$ cat config.mk
export PLATFORM = sky130hd
export DESIGN_NAME = serial_frame_encoder
export DESIGN_NICKNAME = d
export VERILOG_FILES = /design/src/hdl/sfe_pkg.sv /design/src/hdl/sfe_front.sv /design/src/hdl/sfe_queue.sv /design/src/hdl/sfe_back.sv /design/src/hdl/serial_frame_encoder.sv
export SDC_FILE = /design/constraint.sdc
export NUM_CORES = 1
export LEC_CHECK = 0
export BUFFER_PORTS_ARGS = -buffer_cell sky130_fd_sc_hd__buf_2
export CAP_MARGIN = 20
export CORE_ASPECT_RATIO = 1.2
export CORE_MARGIN = 4
export CORE_UTILIZATION = 60
export CTS_BUF_LIST = sky130_fd_sc_hd__clkbuf_4 sky130_fd_sc_hd__clkbuf_8 sky130_fd_sc_hd__clkbuf_16
export CTS_CLUSTER_DIAMETER = 30
export DETAILED_ROUTE_END_ITERATION = 8
export PLACE_DENSITY = 0.76
export RECOVER_POWER = 50
export SYNTH_ARGS = -nofsm -noshare
export SYNTH_HDL_FRONTEND = slang
export SYNTH_SLANG_ARGS = --single-unit
$ cat constraint.sdc
create_clock -name clk -period 5.1 [get_ports clk]
set_input_delay 1.02 -clock clk [delete_from_list [all_inputs] [get_ports clk]]
set_output_delay 1.02 -clock clk [all_outputs]
set_load 0.05 [all_outputs]
$ cat src/hdl/sfe_pkg.sv
package sfe_pkg;

    localparam logic [7:0] CH_START  = 8'h23;
    localparam logic [7:0] CH_ADDR   = 8'h61;
    localparam logic [7:0] CH_OFFSET = 8'h3D;
    localparam logic [7:0] CH_CR     = 8'h0D;

    localparam int QDEPTH = 2;
    localparam int QPTR_W = (QDEPTH > 1) ? $clog2(QDEPTH) : 1;
    localparam int QCNT_W = $clog2(QDEPTH + 1);

    typedef enum logic [1:0] {
        OP_START = 2'd0,
        OP_DATA  = 2'd1,
        OP_END   = 2'd2
    } op_t;

    typedef enum logic [2:0] {
        PH_HDR = 3'b001,
        PH_GRP = 3'b010,
        PH_SUM = 3'b100
    } phase_t;

    // One queued job for the back end. A header job carries address and
    // command id in b0 and b1; a group job carries the three group bytes.
    typedef struct packed {
        logic       has_hdr;
        logic       has_grp;
        logic       has_sum;
        logic [7:0] b0;
        logic [7:0] b1;
        logic [7:0] b2;
    } cmd_t;

endpackage

$ cat src/hdl/sfe_front.sv
module sfe_front (
    input  logic               clk,
    input  logic               rst_n,
    input  logic               in_valid,
    output logic               in_ready,
    input  logic [1:0]         op,
    input  logic [7:0]         address,
    input  logic [7:0]         cmd_id,
    input  logic [7:0]         data_byte,
    input  logic               q_full,
    output logic               push,
    output sfe_pkg::cmd_t      push_cmd
);

    logic [1:0] fill_reg, fill_next;
    logic [7:0] g0_reg, g0_next;
    logic [7:0] g1_reg, g1_next;
    logic       accept;

    assign in_ready = !q_full;
    assign accept   = in_valid && !q_full;

    always_comb
    begin
        fill_next = fill_reg;
        g0_next   = g0_reg;
        g1_next   = g1_reg;
        push      = 1'b0;
        push_cmd  = '0;
        if (accept)
        begin
            case (op)
                sfe_pkg::OP_START:
                begin
                    push             = 1'b1;
                    push_cmd.has_hdr = 1'b1;
                    push_cmd.b0      = address;
                    push_cmd.b1      = cmd_id;
                    fill_next        = 2'd0;
                    g0_next          = 8'd0;
                    g1_next          = 8'd0;
                end
                sfe_pkg::OP_DATA:
                begin
                    if (fill_reg >= 2'd2)
                    begin
                        push             = 1'b1;
                        push_cmd.has_grp = 1'b1;
                        push_cmd.b0      = g0_reg;
                        push_cmd.b1      = g1_reg;
                        push_cmd.b2      = data_byte;
                        fill_next        = 2'd0;
                        g0_next          = 8'd0;
                        g1_next          = 8'd0;
                    end
                    else
                    begin
                        if (fill_reg[0])
                            g1_next = data_byte;
                        else
                            g0_next = data_byte;
                        fill_next = fill_reg + 2'd1;
                    end
                end
                sfe_pkg::OP_END:
                begin
                    push             = 1'b1;
                    push_cmd.has_sum = 1'b1;
                    push_cmd.has_grp = (fill_reg != 2'd0);
                    push_cmd.b0      = g0_reg;
                    push_cmd.b1      = (fill_reg >= 2'd2) ? g1_reg : 8'd0;
                    push_cmd.b2      = 8'd0;
                    fill_next        = 2'd0;
                    g0_next          = 8'd0;
                    g1_next          = 8'd0;
                end
                default:
                begin
                    // Unused op code: dropped without effect.
                end
            endcase
        end
    end

    always_ff @(posedge clk or negedge rst_n)
    begin
        if (!rst_n)
        begin
            fill_reg <= 2'd0;
            g0_reg   <= 8'd0;
            g1_reg   <= 8'd0;
        end
        else
        begin
            fill_reg <= fill_next;
            g0_reg   <= g0_next;
            g1_reg   <= g1_next;
        end
    end

endmodule

$ cat src/hdl/sfe_queue.sv
module sfe_queue (
    input  logic          clk,
    input  logic          rst_n,
    input  logic          push,
    input  sfe_pkg::cmd_t push_cmd,
    output logic          full,
    input  logic          pop,
    output logic          head_valid,
    output sfe_pkg::cmd_t head
);

    sfe_pkg::cmd_t                  mem_reg [sfe_pkg::QDEPTH];
    logic [sfe_pkg::QPTR_W-1:0]     wr_ptr_reg, rd_ptr_reg;
    logic [sfe_pkg::QCNT_W-1:0]     count_reg;
    logic                           do_push, do_pop;

    assign full       = (count_reg == sfe_pkg::QCNT_W'(sfe_pkg::QDEPTH));
    assign head_valid = (count_reg != '0);
    assign head       = mem_reg[rd_ptr_reg];
    assign do_push    = push && !full;
    assign do_pop     = pop && head_valid;

    always_ff @(posedge clk)
    begin
        if (do_push)
            mem_reg[wr_ptr_reg] <= push_cmd;
    end

    always_ff @(posedge clk or negedge rst_n)
    begin
        if (!rst_n)
        begin
            wr_ptr_reg <= '0;
            rd_ptr_reg <= '0;
            count_reg  <= '0;
        end
        else
        begin
            if (do_push)
                wr_ptr_reg <= (wr_ptr_reg == sfe_pkg::QPTR_W'(sfe_pkg::QDEPTH - 1)) ?
                              '0 : wr_ptr_reg + 1'b1;
            if (do_pop)
                rd_ptr_reg <= (rd_ptr_reg == sfe_pkg::QPTR_W'(sfe_pkg::QDEPTH - 1)) ?
                              '0 : rd_ptr_reg + 1'b1;
            if (do_push && !do_pop)
                count_reg <= count_reg + 1'b1;
            else if (do_pop && !do_push)
                count_reg <= count_reg - 1'b1;
        end
    end

endmodule

$ cat src/hdl/sfe_back.sv
module sfe_back (
    input  logic          clk,
    input  logic          rst_n,
    input  logic          head_valid,
    input  sfe_pkg::cmd_t head,
    output logic          pop,
    output logic          out_valid,
    input  logic          out_ready,
    output logic [7:0]    out_char,
    output logic          out_last
);

    sfe_pkg::phase_t phase_reg, phase_next, phase;
    logic            start_reg, start_next;
    logic [1:0]      idx_reg, idx_next;
    logic [11:0]     sum_reg, sum_next;
    logic            valid_reg;
    logic [7:0]      char_reg;
    logic            last_reg;
    logic            load;
    logic [7:0]      ch;
    logic [5:0]      slice;
    logic            is_last, end_step;

    // At the first step of a job the phase comes from the job itself.
    always_comb
    begin
        if (!start_reg)
            phase = phase_reg;
        else if (head.has_hdr)
            phase = sfe_pkg::PH_HDR;
        else if (head.has_grp)
            phase = sfe_pkg::PH_GRP;
        else
            phase = sfe_pkg::PH_SUM;
    end

    assign load = head_valid && (!valid_reg || out_ready);

    always_comb
    begin
        case (idx_reg)
            2'd0:    slice = head.b0[7:2];
            2'd1:    slice = {head.b0[1:0], head.b1[7:4]};
            2'd2:    slice = {head.b1[3:0], head.b2[7:6]};
            default: slice = head.b2[5:0];
        endcase
    end

    always_comb
    begin
        ch       = sfe_pkg::CH_CR;
        is_last  = 1'b0;
        end_step = 1'b0;
        unique case (phase)
            sfe_pkg::PH_HDR:
            begin
                end_step = (idx_reg == 2'd2);
                case (idx_reg)
                    2'd0:    ch = sfe_pkg::CH_START;
                    2'd1:    ch = head.b0 + sfe_pkg::CH_ADDR;
                    default: ch = head.b1;
                endcase
            end
            sfe_pkg::PH_GRP:
            begin
                end_step = (idx_reg == 2'd3);
                ch       = sfe_pkg::CH_OFFSET + {2'b00, slice};
            end
            sfe_pkg::PH_SUM:
            begin
                end_step = (idx_reg == 2'd2);
                is_last  = (idx_reg == 2'd2);
                case (idx_reg)
                    2'd0:    ch = sfe_pkg::CH_OFFSET + {2'b00, sum_reg[11:6]};
                    2'd1:    ch = sfe_pkg::CH_OFFSET + {2'b00, sum_reg[5:0]};
                    default: ch = sfe_pkg::CH_CR;
                endcase
            end
        endcase
    end

    always_comb
    begin
        phase_next = phase_reg;
        start_next = start_reg;
        idx_next   = idx_reg;
        sum_next   = sum_reg;
        pop        = 1'b0;
        if (load)
        begin
            if (phase == sfe_pkg::PH_HDR && idx_reg == 2'd0)
                sum_next = {4'd0, ch};
            else if (phase != sfe_pkg::PH_SUM)
                sum_next = sum_reg + {4'd0, ch};
            else if (is_last)
                sum_next = 12'd0;

            if (!end_step)
            begin
                phase_next = phase;
                start_next = 1'b0;
                idx_next   = idx_reg + 2'd1;
            end
            else if (phase == sfe_pkg::PH_GRP && head.has_sum)
            begin
                phase_next = sfe_pkg::PH_SUM;
                start_next = 1'b0;
                idx_next   = 2'd0;
            end
            else
            begin
                pop        = 1'b1;
                start_next = 1'b1;
                idx_next   = 2'd0;
            end
        end
    end

    always_ff @(posedge clk or negedge rst_n)
    begin
        if (!rst_n)
        begin
            phase_reg <= sfe_pkg::PH_HDR;
            start_reg <= 1'b1;
            idx_reg   <= 2'd0;
            sum_reg   <= 12'd0;
            valid_reg <= 1'b0;
        end
        else
        begin
            phase_reg <= phase_next;
            start_reg <= start_next;
            idx_reg   <= idx_next;
            sum_reg   <= sum_next;
            if (load)
                valid_reg <= 1'b1;
            else if (out_ready)
                valid_reg <= 1'b0;
        end
    end

    always_ff @(posedge clk)
    begin
        if (load)
        begin
            char_reg <= ch;
            last_reg <= is_last;
        end
    end

    assign out_valid = valid_reg;
    assign out_char  = char_reg;
    assign out_last  = last_reg;

endmodule

$ cat src/hdl/serial_frame_encoder.sv
// Channel  Dir  tdata (low bit up)                tuser     tlast
// s_axis   in   address, cmd_id, data_byte (24b)  op (2b)   -
// m_axis   out  out_char (8b)                     -         last
//
// Each request is classified combinationally and queued; the queue takes a
// new request every cycle while it has room (two entries).
// Unless the output stalls, the character unit sends one character per cycle:
// start 3, completing payload byte 4, end 3 or 7; it sets the sustained rate.
// Reset clears the group buffer, the checksum, the queue and the output valid.
// A stalled output holds its character; the queue keeps accepting until full.
module serial_frame_encoder (
    input  logic        clk,
    input  logic        rst_n,
    input  logic        s_tvalid,
    output logic        s_tready,
    input  logic [23:0] s_tdata,  // address, cmd_id, data_byte
    input  logic [1:0]  s_tuser,  // op
    output logic        m_tvalid,
    input  logic        m_tready,
    output logic [7:0]  m_tdata,  // out_char
    output logic        m_tlast
);

    logic          push, q_full, pop, head_valid;
    sfe_pkg::cmd_t push_cmd, head;

    sfe_front u_front (
        .clk       (clk),
        .rst_n     (rst_n),
        .in_valid  (s_tvalid),
        .in_ready  (s_tready),
        .op        (s_tuser),
        .address   (s_tdata[7:0]),
        .cmd_id    (s_tdata[15:8]),
        .data_byte (s_tdata[23:16]),
        .q_full    (q_full),
        .push      (push),
        .push_cmd  (push_cmd)
    );

    sfe_queue u_queue (
        .clk        (clk),
        .rst_n      (rst_n),
        .push       (push),
        .push_cmd   (push_cmd),
        .full       (q_full),
        .pop        (pop),
        .head_valid (head_valid),
        .head       (head)
    );

    sfe_back u_back (
        .clk        (clk),
        .rst_n      (rst_n),
        .head_valid (head_valid),
        .head       (head),
        .pop        (pop),
        .out_valid  (m_tvalid),
        .out_ready  (m_tready),
        .out_char   (m_tdata),
        .out_last   (m_tlast)
    );

endmodule

* Word level (Yosys, flattened, before mapping)
Memory sizes are Yosys's and may differ from the RTL's.
Index checks and enable logic that the tools add are counted.
** Word-level totals
- Register bits :: 50
- Memories :: 1
- Output and inout port bits :: 11
- Input bits :: 30
- RAM bits :: 54
** Memory list
- u_queue.mem_reg :: depth 2, width 27, read ports 1, clocked after Yosys merged registers in 0, wr ports 1, line sfe_queue.sv:12 : sfe_pkg::cmd_t mem_reg [sfe_pkg::QDEPTH];
** Cells by class
- Eq/ne operators :: 13
- Add/subtract/negate cells :: 11
- Muxes and demuxes :: 45
- Order comparisons :: 1
- Reductions and logical operators :: 28
** Operators by type and width (number)
- 8-bit one-hot mux with 2 select lines :: 4
- 8-bit 2-to-1 mux :: 6
- 16-bit one-hot mux with 3 select lines :: 1
- 12-bit 2-to-1 mux :: 3
- 27-bit 2-to-1 mux :: 1
- 24-bit 2-to-1 mux :: 1
- 8-bit one-hot mux with 3 select lines :: 1
- 6-bit by 6-bit adder with 7-bit output, first input constant :: 3
- 6-bit one-hot mux with 3 select lines :: 1
- 3-bit 2-to-1 mux :: 5
- 1-bit 2-to-1 mux :: 14
- 12-bit by 8-bit adder with 12-bit output :: 1
- 2-bit nonzero test :: 5
- 8-bit by 7-bit adder with 8-bit output, second input constant :: 1
- 2-bit equality test, second input constant :: 4
- 1-bit logical AND :: 8
- 2-bit 2-to-1 mux :: 4
- 2-bit by 1-bit adder with 2-bit output, second input constant :: 3
- 3-bit != test, second input constant :: 2
- 1-bit one-hot mux with 2 select lines :: 3
- 2-bit AND reduction :: 3
- 3-bit AND reduction :: 2
- 2-bit by 1-bit equality test with 1-bit output, second input constant :: 2
- 1-bit zero test :: 4
- other kinds (13) :: 16

* Logic depth before layout (Yosys ltp)
An unclocked memory read counts as a cell.
- Depth after elaboration :: 13
- Mapped depth :: 17

* By module
Synthesis repeated with hierarchy kept, for this count alone.
** Unflattened totals
- Cells, all modules :: 534
- Area total of the unflattened synthesis :: 6068.3 sq um
** By module, submodules not included
- sfe_back :: cells each 304, area an instance 2611.3 sq um, times used 1
- sfe_queue :: cells each 103, area an instance 2248.4 sq um, times used 1
- sfe_front :: cells each 127, area an instance 1208.7 sq um, times used 1

* Least setup slack after synthesis
OpenSTA, ideal clock, no wires.
- Path type :: in2reg
- Start point :: input s_tuser[0]
- End point :: memory u_queue.mem_reg[0][0] (netlist bit), enable pin
- Stages on the path :: 5
- Data arrival time :: 3.215 ns
- Slack :: 1.471 ns
- Buffers on the path :: 1
- Cell sequence :: ha_1 or2_2 clkbuf_1 a21oi_1 nor2b_1
** Between the ends
- Cells in the longest elaborated chain, start to end :: 7
** RTL lines
- start, declared :: line serial_frame_encoder.sv:17 : input logic [1:0] s_tuser,
- 2-bit equality test or 2-bit zero test (tied branches) :: line sfe_front.sv:32 : case (op)
- 2-bit OR reduction (no line)
- 1-bit one-hot mux with 2 select lines (*) :: line sfe_front.sv:32
- 1-bit 2-to-1 mux (*) :: line sfe_front.sv:30 : if (accept)
- 1-bit logical AND (*) :: line sfe_queue.sv:20 : assign do_push = push && !full;
- via u_queue.do_push :: line sfe_queue.sv:15 : logic do_push, do_pop;
- 1-bit 2-to-1 mux (*) :: line sfe_queue.sv:25 : if (do_push)
- 1-bit 2-to-1 mux (not written as such) (*) :: line sfe_queue.sv:26 : mem_reg[wr_ptr_reg] <= push_cmd;
- end, declared :: line sfe_queue.sv:12
The timed path passes the listed nets; every way through them passes the cells marked *.

* Worst setup path after layout
- Start point :: register u_queue.rd_ptr_reg
- End point :: register u_back.sum_reg[11]
** Between the ends
- Cells in the longest elaborated chain, start to end :: 9
** RTL lines
- start, declared :: line sfe_queue.sv:13 : logic [sfe_pkg::QPTR_W-1:0] wr_ptr_reg, rd_ptr_reg;
- start signal, assigned :: line sfe_queue.sv:43 : rd_ptr_reg <= (rd_ptr_reg == sfe_pkg::QPTR_W'(sfe_pkg::QDEPTH - 1)) ?
- memory 2 x 27 bit (*)
- parallel branches: the longest is 4 deep, another holds 8-bit by 7-bit adder with 8-bit output
- 8-bit one-hot mux with 3 select lines (*) :: line sfe_back.sv:55 : unique case (phase)
- via u_back.ch[2] :: line sfe_back.sv:21 : logic [7:0] ch;
- 12-bit by 8-bit adder with 12-bit output (*) :: line sfe_back.sv:95 : sum_next = sum_reg + {4'd0, ch};
- 12-bit 2-to-1 mux (*) :: line sfe_back.sv:94 : else if (phase != sfe_pkg::PH_SUM)
- 12-bit 2-to-1 mux (*) :: line sfe_back.sv:92 : if (phase == sfe_pkg::PH_HDR && idx_reg == 2'd0)
- end signal, assigned :: line sfe_back.sv:135 : sum_reg <= sum_next;
- end, declared :: line sfe_back.sv:16 : logic [11:0] sum_reg, sum_next;
Mark *: on every way through the listed nets, which the timed path passes.
A chain may end at the register's enable or synchronous reset.

==> results.md <==
- Setup TNS: 0 ps
- Antenna Cells: 0
- Via density: 6.102
- Sink Count: 104
- Die Height: 116.3 um
- Hold Vio Cnt, Final: 0
- DRC: 0
- Post-route clock period utilization: 88.21%
- Skew final: 9.408 ps
- Most used DFF post-synth: edfxtp_1
- Routed WL per cell: 18.78 um
- Yosys top cell by area: edfxtp_1
- First-pass GRT wire length: 21380 um
- Routed WL: 13010 um
- CTS tree: built
- Fmax: 222.3 MHz
- Gate Count Post-Synth: 527
- Crit path launch: u_queue.rd_ptr_reg$_DFFE_PN0P_
- Worst-Skew Late Latency: 360 ps
- HP Class: reg2reg
- Clock transition at path regs: 70 ps
- Slew headroom: -54.61%
- Die area: ~0.011 mm^2
- Final non-filler cell total: 693
- Placed Cells: between 600 and 700
- Max Root-Sink Buffers: 2
- Largest net degree at the start of global routing: 42
- Vias in the first global route: 4242
- Final GP Congestion: approximately 1
- Max FFs per register: between 50 and 60
- WP data required: around 5400 ps
- Data arrival, critical path: 4770 ps
- Pre-antenna DRT Iters: 7
- Leak: ~2.5 nW
- Synth area leaders: edfxtp_1 (32%), dfrtp_1 (17%), ha_1 (4.5%)
- DP HPWL: 9731 um
- Hold bufs inserted after CTS: 0
- Share of the synthesized area in the top cell type: roughly 32%
- Sequential share of the synthesized area: 49.77%
- Post-CTS Setup Bufs: 0
- Unique masters post-synth: 74
- Grt total ovfl: 0
- Area growth, synth to finish: 9.574%
- Layout cells sized above 1: between 10% and 20%
- Placed cell areas: just over 0.006 mm^2
- VDD IR max: 0.0003553 V
- Number of synthesized flops with an enable pin: 63
- Cts bufs inserted: 9
- IO Count: 41
- Fin area: about 0.0064 mm^2
- Row Count: 39
- Yosys reg bits: 104
- Synth Cell Area: 0.005868 mm^2
- Htree depth: 3
- Pins Over Slew Limit: 42
- Final nets: 617
- Worst-path fanout max: 18
- Synthesized net count: 579
- Number of DRC markers in iteration 0: slightly below 300
- Synth Area per Inst: approximately 11 um^2
- RR Startpoint: u_queue.rd_ptr_reg$_DFFE_PN0P_
- Top cells by count, synth: edfxtp_1 (63), nand2_1 (52), nor2_1 (46), dfrtp_1 (39), o21ai_0 (31)
- DIE WIDTH: 98.28 um
- CTS Root Cell: clkbuf_16
- Pwr/cell area: 695.2 mW/mm^2
- FFs w/ async S/R, synth: between 30% and 40%
- Critical Path End Type: register
- Worst min-delay path startpoint: u_front.g0_reg[7]$_DFFE_PN0P_
- Post-CTS Resized: 0
- RSZ-0062 raised after global routing: false
- Post-route ant nets: 0
- All-layer global routing usage: 24.20%
- CP Class: reg2reg
- Number of synthesis warnings: 0
- Run status: finished, violations left
- Input/output buffers: 40
- Setup violators final: 0
- Final min period: 4499 ps
- Failing checks: max-capacitance violations, max-slew violations
- Total number of vias: around 4200
- Maxcap violations: 1
- Core ar.: 0.009515 mm^2
- Initial Util: a little over 60%
- Critical path startpoint category: register
- Worst Max-Slew Pin Slew: 2319 ps
- Most frequent cell after synthesis: edfxtp_1
- Initial antenna violation count: 0
## final timing paths
path / end / slack, ps / cells past startpoint
worst max register to register: u_back.sum_reg[11]$_DFFE_PN0P_ / 600 / 14
worst min-delay path: u_front.g0_reg[7]$_DFFE_PN0P_ / 480 / 2
worst min register to register: u_front.g0_reg[7]$_DFFE_PN0P_ / 480 / 2
worst max-delay path: u_back.sum_reg[11]$_DFFE_PN0P_ / 600 / 14
min in group asynchronous: u_front.fill_reg[0]$_DFFE_PN0P_ / 1350 / 1
max in group asynchronous: u_back.sum_reg[7]$_DFFE_PN0P_ / 2420 / 1
## report_power, final
group / total (mW) / leakage, nW / switching, mW / internal, mW
Sequential: 1.35 / 1.11 / 0.184 / 1.17
Combinational: 2.44 / 1.27 / 1.48 / 0.962
Clock: 0.676 / 0.141 / 0.334 / 0.341
Total: 4.47 / 2.52 / 2.00 / 2.47
## cell families (layout without fill, tap and decap cells)
family                   after synthesis  after routing  synth area share (%)
flip-flops                           104            104                 49.77
AND/OR/NAND/NOR                      169            169                 14.52
XOR/XNOR                              20             20                 2.985
adder cells (fa/ha/maj)               22             22                 4.819
buffers and inverters                 41             84                 3.369
multiplexers                          39             39                 7.399
AO/OA/AOI/OAI                        132            132                 17.14
## per-layer routing
metal	vias to the layer above	part of all wire [%]	routed length (um)	global-route usage (%)
li1	2037	-	-	-
met1	2007	40	5175	27.04
met2	140	51	6671	43.39
met3	45	4.4	571	5.615
met4	0	4.6	596	12.39
met5	-	0	0	0
## critical path: stages (launching register included)
cell	delay, ps
dfrtp_1	770
mux2_2	440
a222oi_1	410
mux2i_1	220
ha_1	260
inv_1	110
xnor2_1	100
a221oi_2	430
ha_1	350
o211ai_1	180
o21ai_0	220
o311a_1	350
o21a_1	200
a211o_1	260
o211ai_1	80
## cell usage in the layout (no fill, tap or decap), drive strengths merged, types with 5 or more instances in the layout
cell type and n:
nand3 9, a21oi 15, mux2i 19, clkbuf 23
and3 5, nand2b 7, and2 13, dfrtp 39
nor2 46, mux2 20, edfxtp 63, xnor2 13
nor2b 6, xor2 7, buf 33, clkinv 5
o211ai 7, a22oi 16, inv 22, nand2 52
nor3 12, o21ai 39, ha 21
## final cells by class
type	count	area, um^2
well taps	123	153.9
inverters	21	78.83
clock buffers	9	225.2
multi-input cells	382	2753
flip-flops and latches	104	2920
clock inverters	7	66.31
repair buffers	47	232.7
fillers	712	3085
## stage by stage
step                power, mW  setup WS [ps]  utilization [%]  hold slack [ps]
CTS                     4.481          682.8            67.78            487.9
finish                  4.470          601.1            67.57            481.4
global placement        3.743          754.3            64.72            464.7
detailed placement      3.793          691.1            64.72            471.3
floorplan               3.279           1471                -            450.7
global route            4.812          399.3            67.57            525.6
Power figures use the tool's default switching activity.
